[src/sv/mosl_pkg.sv]
// Package for the median-of-two-sorted-lists unit.
// Holds opcodes, field widths and the command/status types that join the
// controller and the datapath. Depends on nothing.
package mosl_pkg;

    // Payload widths.
    localparam int OP_W    = 2;
    localparam int DATA_W  = 32;
    localparam int MED_W   = 33;

    // Input opcodes.
    localparam logic [OP_W-1:0] OP_LOAD_FIRST  = 2'd0;
    localparam logic [OP_W-1:0] OP_LOAD_SECOND = 2'd1;
    localparam logic [OP_W-1:0] OP_COMPUTE     = 2'd2;

    // Which value the datapath places in the result register.
    typedef enum logic [1:0] {
        RES_EMPTY  = 2'd0,
        RES_NONE   = 2'd1,
        RES_PAIR   = 2'd2,
        RES_SINGLE = 2'd3
    } t_res_sel;

    // Commands from the controller to the datapath.
    typedef struct packed {
        logic     wr_first;
        logic     wr_second;
        logic     capture;
        logic     setup;
        logic     calc_mid;
        logic     eval;
        logic     step;
        logic     load_res;
        t_res_sel res_sel;
    } t_dp_cmd;

    // Status from the datapath to the controller.
    typedef struct packed {
        logic both_empty;
        logic one_empty;
        logic lo_gt_hi;
        logic found;
    } t_dp_status;

endpackage

[src/sv/mosl_ctrl.sv]
// Controller of the median unit: handshakes and the search sequencer.
// Issues commands to the datapath and reads back its status.
// Depends on mosl_pkg.
module mosl_ctrl import mosl_pkg::*; (
    input  logic            i_clk,
    input  logic            i_rst_n,
    input  logic            i_in_valid,
    input  logic [OP_W-1:0] i_in_opcode,
    output logic            o_in_ready,
    output logic            o_out_valid,
    input  logic            i_out_ready,
    output t_dp_cmd         o_cmd,
    input  t_dp_status      i_status
);

    typedef enum logic [7:0] {
        ST_IDLE   = 8'b0000_0001,
        ST_SETUP  = 8'b0000_0010,
        ST_CHECK  = 8'b0000_0100,
        ST_READ   = 8'b0000_1000,
        ST_EVAL   = 8'b0001_0000,
        ST_DECIDE = 8'b0010_0000,
        ST_SREAD  = 8'b0100_0000,
        ST_SEVAL  = 8'b1000_0000
    } t_state;

    t_state r_state, n_state;
    logic   r_out_valid, n_out_valid;
    logic   w_accept;

    // A compute transaction waits until the result register is free.
    assign o_in_ready = (r_state == ST_IDLE) &&
                        ((i_in_opcode != OP_COMPUTE) || !r_out_valid || i_out_ready);
    assign w_accept   = i_in_valid && o_in_ready;

    // Sequencer.
    always_comb begin
        n_state = r_state;
        o_cmd   = '0;
        o_cmd.res_sel = RES_EMPTY;
        case (r_state)
            ST_IDLE: begin
                if (w_accept) begin
                    case (i_in_opcode)
                        OP_LOAD_FIRST: begin
                            o_cmd.wr_first = 1'b1;
                        end
                        OP_LOAD_SECOND: begin
                            o_cmd.wr_second = 1'b1;
                        end
                        OP_COMPUTE: begin
                            o_cmd.capture = 1'b1;
                            n_state = ST_SETUP;
                        end
                        default: begin
                            n_state = ST_IDLE;
                        end
                    endcase
                end
            end
            ST_SETUP: begin
                o_cmd.setup = 1'b1;
                if (i_status.both_empty) begin
                    o_cmd.load_res = 1'b1;
                    o_cmd.res_sel  = RES_EMPTY;
                    n_state = ST_IDLE;
                end else if (i_status.one_empty) begin
                    n_state = ST_SREAD;
                end else begin
                    n_state = ST_CHECK;
                end
            end
            ST_CHECK: begin
                if (i_status.lo_gt_hi) begin
                    o_cmd.load_res = 1'b1;
                    o_cmd.res_sel  = RES_NONE;
                    n_state = ST_IDLE;
                end else begin
                    o_cmd.calc_mid = 1'b1;
                    n_state = ST_READ;
                end
            end
            ST_READ: begin
                n_state = ST_EVAL;
            end
            ST_EVAL: begin
                o_cmd.eval = 1'b1;
                n_state = ST_DECIDE;
            end
            ST_DECIDE: begin
                if (i_status.found) begin
                    o_cmd.load_res = 1'b1;
                    o_cmd.res_sel  = RES_PAIR;
                    n_state = ST_IDLE;
                end else begin
                    o_cmd.step = 1'b1;
                    n_state = ST_CHECK;
                end
            end
            ST_SREAD: begin
                n_state = ST_SEVAL;
            end
            ST_SEVAL: begin
                o_cmd.load_res = 1'b1;
                o_cmd.res_sel  = RES_SINGLE;
                n_state = ST_IDLE;
            end
            default: begin
                n_state = ST_IDLE;
            end
        endcase
    end

    // Result valid flag: set by a new result, cleared when taken.
    always_comb begin
        n_out_valid = r_out_valid;
        if (o_cmd.load_res) begin
            n_out_valid = 1'b1;
        end else if (r_out_valid && i_out_ready) begin
            n_out_valid = 1'b0;
        end
    end

    always_ff @(posedge i_clk) begin
        if (!i_rst_n) begin
            r_state     <= ST_IDLE;
            r_out_valid <= 1'b0;
        end else begin
            r_state     <= n_state;
            r_out_valid <= n_out_valid;
        end
    end

    assign o_out_valid = r_out_valid;

endmodule

[config.mk]
export PLATFORM = sky130hd
export DESIGN_NAME = mosl_ctrl
export DESIGN_NICKNAME = d
export VERILOG_FILES = /design/src/sv/mosl_pkg.sv /design/src/sv/mosl_ctrl.sv
export SDC_FILE = /design/constraint.sdc
export NUM_CORES = 1
export LEC_CHECK = 0
export BUFFER_PORTS_ARGS = -buffer_cell sky130_fd_sc_hd__buf_2
export CELL_PAD_IN_SITES_DETAIL_PLACEMENT = 2
export CELL_PAD_IN_SITES_GLOBAL_PLACEMENT = 2
export CORE_ASPECT_RATIO = 0.8
export CORE_MARGIN = 5
export CORE_UTILIZATION = 23
export CTS_BUF_LIST = sky130_fd_sc_hd__clkbuf_16
export CTS_CLUSTER_DIAMETER = 120
export DETAILED_ROUTE_END_ITERATION = 10
export GPL_TIMING_DRIVEN = 1
export HOLD_SLACK_MARGIN = 0.12
export PLACE_DENSITY_LB_ADDON = 0.12
export SYNTH_ARGS = -nofsm -noshare
export SYNTH_HDL_FRONTEND = slang
export SYNTH_SLANG_ARGS = --single-unit
[constraint.sdc]
create_clock -name i_clk -period 1.48 [get_ports i_clk]
set_input_delay 0.296 -clock i_clk [delete_from_list [all_inputs] [get_ports i_clk]]
set_output_delay 0.296 -clock i_clk [all_outputs]
set_load 0.02 [all_outputs]
-- Word level (Yosys, flattened, before mapping)
Cells that the tools add are included.
- reductions and logical operators: 10
- mux-type cells: 24
- eq/ne operators: 13
- operators with widths (kind ; number):
    one-hot mux 8 bit (7 select lines) ; 1
    2-to-1 mux 3 bit ; 6
    2-to-1 mux 8 bit ; 2
    one-hot mux 8 bit (2 select lines) ; 1
    one-hot mux 3 bit (4 select lines) ; 1
    2-to-1 mux 1 bit ; 11
    == test 8 x 1 -> 1 bit (second input constant) ; 1
    == test 8 x 2 -> 1 bit (second input constant) ; 1
    == test 8 x 3 -> 1 bit (second input constant) ; 1
    == test 8 x 4 -> 1 bit (second input constant) ; 1
    == test 8 x 5 -> 1 bit (second input constant) ; 1
    == test 8 x 6 -> 1 bit (second input constant) ; 1
    == test 8 x 7 -> 1 bit (second input constant) ; 1
    == test 8 bit (second input constant) ; 1
    2-to-1 mux 7 bit ; 1
    inequality test 2 bit (second input constant) ; 3
    2-to-1 mux 4 bit ; 1
    logical AND 1 bit ; 3
    == test 2 x 1 -> 1 bit (second input constant) ; 1
    == test 2 bit (second input constant) ; 1
    logical NOT 2 bit ; 1
    logical OR 1 bit ; 2
    AND reduction 2 bit ; 1
    nonzero test 2 bit ; 1
    2 further kinds ; 2
- output and inout port bits: 12
- register bits after elaboration: 9
- bits of input ports: 10

-- Depth between registers and ports, before layout
Gate-level depths: netlist (run 1).
- word-level depth: 7
- mapped depth: 6
- depth with buffers taken out: 6

-- Worst setup path before layout (run 1)
Ideal clock, no wire load.
- path kind: reg2out
- start: register r_state[2]
- end: output o_cmd[8] (netlist bit)
- cell stages (with the launch flop): 5
- path buffers: 0
- path slack: -395 ps
- arrival: 1579 ps
- required time: 1184 ps
- path through: dfxtp_1 -> nor4_4 -> and4b_4 -> nand2_4 -> nor3b_1
- RTL lines (element ; RTL line ; text):
    start: declaration ; mosl_ctrl.sv:27 ; t_state r_state, n_state;
    start signal: assignment ; mosl_ctrl.sv:129 ; r_state <= n_state;
    end: declaration ; mosl_ctrl.sv:12 ; output t_dp_cmd o_cmd,

==> impl_metrics.py, run 1 <==
metrics = {
    "outcome": {
        "status": "finished with violations",
        "violations": "negative setup slack",
    },
    "die": {
        "io-pin-count": 22,
        "fp.dieH_um": 54.4,
        "initial_core_util": 0.236,
        "dieArea_um2": 3560,
        "die_w_um": 65.5,
        "row_count": 16,
        "core_um2": 2400,
    },
    "logic_synthesis": {
        "avgSynthCellArea_um2": 8.59,
        "yosysWarningCount": 0,
        "ys_seq_elements": 9,
        "synth_cell_types": 30,
        "syn_area_um2": 567,
        "synth_cells": 66,
        "yosysMostFrequentCell": "dfxtp_1",
        "synth_common_cells": "9 x dfxtp_1, 8 x nor2_1, 5 x inv_1, 5 x nand2_1, 5 x nor4_1",
        "synth_ff_type": "dfxtp_1",
        "synth_edf_count": 0,
        "netlist.area_leader.share": 0.318,
        "synth_area_leader_cell": "dfxtp_1",
        "synth.area.top_cells": "dfxtp_1 32%, nor4_1 5.5%, nor2_1 5.3%",
        "ys_seq_area_frac": 0.318,
        "synth_fp_nets": 76,
        "ys_async_sr_fraction": 0,
    },
    "route": {
        "first_pass_iters": 3,
        "ant_nets": 0,
        "first_iter_violations": 12,
        "drc": 0,
        "wire_per_inst_um": 17.9,
        "routed_wl_mm": 2.52,
        "vias": 681,
        "via_per_inst": 4.83,
    },
    "clock_network": {
        "clkTransAtPathRegs_ns": 0.04,
        "cts_max_path_buffers": 2,
        "numCtsBuffers": 3,
        "root_buffer": "clkbuf_16",
        "cts_tree": "yes",
        "clock_latency_ns": 0.24,
        "cts_sinks": 9,
        "htreeDepth": 1,
        "holdBufCountCts": 0,
    },
    "worst_setup_path": {
        "crit_fanout": 4,
        "critPathArrivalTime_ns": 1.66,
        "critPathLaunchType": "flip-flop",
        "worstSetupStartpoint": "r_state[3]",
        "reg2reg_depth": 7,
        "crit_required_ns": 1.18,
        "critPathKind": "reg -> out",
        "cp_cell_sequence": "nor4_4 -> nand4b_1 -> nor2_2 -> a31o_2 -> or2_4 -> buf_6",
        "timing.rr.start": "r_state[3]",
        "cp-end-kind": "primary output",
        "max_stage_delay_ns": 0.33,
        "slowest_stage": "dfxtp_2",
    },
    "global_route": {
        "grt_pass1_vias": 811,
        "gr-total-overflow": 0,
        "grt_pass1_wl_mm": 4.15,
        "grtUsageTotal": 0.162,
        "grt_max_degree": 8,
        "antenna_found_initial": 0,
    },
    "sta": {
        "final.period_utilization": 1.32,
        "worstMarginPinSlew_ns": 0.309,
        "clock_skew_ns": 0.000980,
        "fmax_mhz": 512,
        "hold_viol_final": 0,
        "setup_ws_ns": -0.475,
        "fin_crit_ns": 1.96,
        "setup_viol": 19,
        "rsz0062_at_grt": "yes",
        "drv_slew": 0,
        "max_slew_margin": 0.793,
    },
    "placed_design": {
        "finalWeightedCongestion": 0.738,
        "hpwl_mm": 1.82,
        "port_buffers": 21,
        "place_inst": 133,
    },
    "layout": {
        "regArea_um2": 196,
        "fin_nets": 125,
        "area_growth_pct": 110,
        "antenna_cells": 0,
        "final_util": 0.495,
        "drive_gt1_frac": 0.728,
        "multi_input_area_um2": 508,
        "final_cells": 141,
        "fill_cells": 256,
    },
    "hold_path": {
        "holdPathStages": 2,
        "hp-start": "i_status[3]",
        "hold_class": "in -> reg",
    },
    "power": {
        "irDropWorstVdd_mv": 0.361,
        "p_per_area_nw_per_um2": 713,
        "p_leak_nw": 0.479,
    },
    "run": {
        "drv_cap": 0,
    },
}
==> where the power goes <==
group / total [W] / internal [W] / switching, W
logic: 0.000119 / 0.0000590 / 0.0000599
clock network: 0.000486 / 0.000354 / 0.000132
registers: 0.000243 / 0.000241 / 0.00000268
==> metrics by stage <==
step	setup slack, ns	instance area (um^2)	power (W)	hold WS [ns]	setup TNS [ns]
after floorplan	-0.184	612	0.000297	0.366	-0.470
after global placement	-0.232	890	0.000341	0.499	-1.38
after detailed placement	-0.268	890	0.000344	0.507	-1.71
after CTS	-0.450	1110	0.000859	0.250	-4.20
after global routing	-0.631	1190	0.000886	0.256	-6.23
final	-0.475	1190	0.000848	0.255	-4.06
==> cell type report <==
class	count	area share
flip-flops and latches	9	0.165
clock inverters	1	0.00315
clock buffers	3	0.0631
well taps	27	0.0284
repair buffers	45	0.298
inverters	5	0.0158
multi-input cells	51	0.427
==> kinds of logic (layout without fill, tap and decap cells) <==
logic type	count (synthesis)	after routing	share of synthesized area
buffers and inverters	6	54	0.0464
AO/OA/AOI/OAI	11	11	0.166
flip-flops	9	9	0.318
AND/OR/NAND/NOR	39	39	0.455
XOR/XNOR	1	1	0.0155
==> registers in the layout, indices dropped and copies added, names as in the netlist <==
register,cells
o_out_valid,1
r_state,8
==> path summary, 6_finish.rpt <==
check | end | slack [ns]
worst max-delay path | o_cmd[2] | -0.48
worst min-delay path | r_state[6] | 0.26
worst max register to register | r_state[0] | -0.09
worst min register to register | r_state[7] | 0.57
==> metal layers <==
metal / GRT usage / vias up / wire length [um]
met2: 0.301 / 13 / 1320
met1: 0.175 / 328 / 1060
met4: 0.0310 / 0 / 19
met5: 0 / - / 0
li1: - / 337 / -
met3: 0.0698 / 3 / 122
==> placed cells by master (no fill, tap or decap), types with 2 or more instances in the layout <==
cell,instances
dfxtp_4,3
buf_2,10
and2_1,2
dfxtp_1,2
nand2_4,3
dfxtp_2,4
nand2_1,3
nor4b_4,2
nand3b_1,2
nor3_4,2
nor2_2,4
clkbuf_16,3
o211ai_1,2
inv_1,4
nor2_1,3
inv_2,2
or2b_1,2
nor3_2,2
nor4_2,3
nor4_4,2
buf_6,11
buf_4,23
==> worst max-delay path: cells and delay by family, from the launching register on <==
family	cells	cell delay, ns
AND/OR/NAND/NOR	4	0.84
buffers and inverters	1	0.11
flip-flops	1	0.33
AO/OA/AOI/OAI	1	0.15
==> timing repair <==
| action | CTS | global route |
|---|---|---|
| pin swaps | 10 | 7 |
| buffers inserted | 3 | 3 |
| gates resized for setup | 37 | 16 |
| endpoints found under the hold margin | 0 | 0 |
| endpoints found under the setup margin | 15 | 20 |
No activity file was read; power rests on OpenSTA's default activity.
==> run 2, diff against run 1 <==
--- a/config.mk
+++ b/config.mk
@@ -5,7 +5,7 @@
 export SDC_FILE = /design/constraint.sdc
 export NUM_CORES = 1
 export LEC_CHECK = 0
-export BUFFER_PORTS_ARGS = -buffer_cell sky130_fd_sc_hd__buf_2
+export BUFFER_PORTS_ARGS = -buffer_cell sky130_fd_sc_hd__clkbuf_2
 export CELL_PAD_IN_SITES_DETAIL_PLACEMENT = 2
 export CELL_PAD_IN_SITES_GLOBAL_PLACEMENT = 2
 export CORE_ASPECT_RATIO = 0.8
==> impl_metrics.py, run 2 (synthesized netlist as in run 1, its figures left out) <==
metrics = {
    "outcome": {
        "status": "finished with violations",
        "violations": "negative setup slack",
    },
    "global_route": {
        "grt_pass1_vias": 831,
        "antenna_found_initial": 0,
        "grt_max_degree": 8,
        "gr-total-overflow": 0,
        "grtUsageTotal": 0.171,
        "grt_pass1_wl_mm": 4.30,
    },
    "worst_setup_path": {
        "cp-end-kind": "primary output",
        "crit_fanout": 4,
        "crit_required_ns": 1.18,
        "critPathArrivalTime_ns": 1.66,
        "critPathLaunchType": "flip-flop",
        "critPathKind": "reg -> out",
    },
    "hold_path": {
        "hold_class": "in -> reg",
    },
    "sta": {
        "finalHoldWorstSlack_ns": 0.299,
        "clock_skew_ns": 0.00207,
        "final.period_utilization": 1.32,
        "fmax_mhz": 510,
        "tns_ns": -4.19,
        "setup_ws_ns": -0.481,
        "fin_crit_ns": 1.96,
        "worstMarginPinSlew_ns": 0.331,
        "drv_slew": 0,
        "setup_viol": 19,
        "hold_viol_final": 0,
        "max_slew_margin": 0.779,
        "rsz0062_at_grt": "yes",
    },
    "die": {
        "initial_core_util": 0.236,
        "row_count": 16,
        "dieArea_um2": 3560,
        "core_um2": 2400,
        "io-pin-count": 22,
        "die_w_um": 65.5,
        "fp.dieH_um": 54.4,
    },
    "route": {
        "first_pass_iters": 3,
        "first_iter_violations": 7,
        "routed_wl_mm": 2.67,
        "via_per_inst": 4.83,
        "wire_per_inst_um": 18.5,
        "vias": 696,
        "drc": 0,
        "ant_nets": 0,
    },
    "clock_network": {
        "numCtsBuffers": 3,
        "holdBufCountCts": 0,
        "htreeDepth": 1,
        "clkTransAtPathRegs_ns": 0.04,
        "clock_latency_ns": 0.24,
        "cts_tree": "yes",
        "cts_sinks": 9,
        "root_buffer": "clkbuf_16",
        "cts_max_path_buffers": 2,
    },
    "power": {
        "p_leak_nw": 0.532,
        "power.total_w": 0.000869,
        "p_per_area_nw_per_um2": 680,
        "irDropWorstVdd_mv": 0.483,
    },
    "run": {
        "drv_cap": 0,
    },
    "layout": {
        "top_register": "r_state",
        "area_growth_pct": 125,
        "largest_reg_flops": 8,
        "final_cell_mix": "23 x buf_4, 10 x clkbuf_2, 7 x buf_6",
        "drive_gt1_frac": 0.744,
        "fin_nets": 128,
        "final_util": 0.532,
        "layout_commonest_cell": "buf_4",
        "antenna_cells": 0,
    },
    "placed_design": {
        "finalWeightedCongestion": 0.716,
        "dp_slack_ns": -0.287,
        "port_buffers": 21,
        "hpwl_mm": 1.85,
    },
}
-- run 2: final cells by class --
cell class              count  area [um^2]
clock buffers               3         75.1
clock inverters             1         3.75
fillers                   247         1120
inverters                   5         18.8
multi-input cells          51          528
flip-flops and latches      9          198
well taps                  27         33.8
repair buffers             48          420
-- run 2: worst paths after layout --
path,from,endpoint,slack [ns],cells past startpoint
worst max register to register,r_state[6],r_state[0],-0.09,7
worst max-delay path,r_state[6],o_cmd[2],-0.48,6
worst min register to register,r_state[3],r_state[7],0.59,2
worst min-delay path,i_status[3],r_state[6],0.30,2
-- run 2: stage by stage --
step	std cells	instance area, um^2
after global routing	144	1280
after detailed placement	134	910
after floorplan	66	612
after CTS	139	1170
final	144	1280
after global placement	134	910
-- run 2: routing by layer --
| metal | vias to the layer above | global-route usage | routed length [um] |
|---|---|---|---|
| li1 | 346 | - | - |
| met1 | 330 | 0.183 | 1120 |
| met2 | 15 | 0.309 | 1380 |
| met3 | 5 | 0.0431 | 120 |
| met4 | 0 | 0.103 | 45 |
| met5 | - | 0 | 0 |
-- run 2: critical path, cell delays in order (launching register included) --
cell and delay [ns]:
dfxtp_2 0.33, nor4_4 0.33, nand4b_1 0.20, nor2_2 0.17, a31o_2 0.15, or2_4 0.12
clkbuf_8 0.13
-- run 2: where the power goes --
part | switching, W | internal, W | leakage, nW
sequential | 0.00000309 | 0.000240 | 0.0766
clock | 0.000142 | 0.000355 | 0.0423
combinational | 0.0000649 | 0.0000629 | 0.413
-- run 2: timing repair --
item | in CTS | in global routing
resized for setup | 45 | 19
gates cloned | 0 | 0
pin swaps | 10 | 11
setup buffers | 1 | 6
endpoints found under the setup margin | 15 | 20
endpoints found under the hold margin | 0 | 0
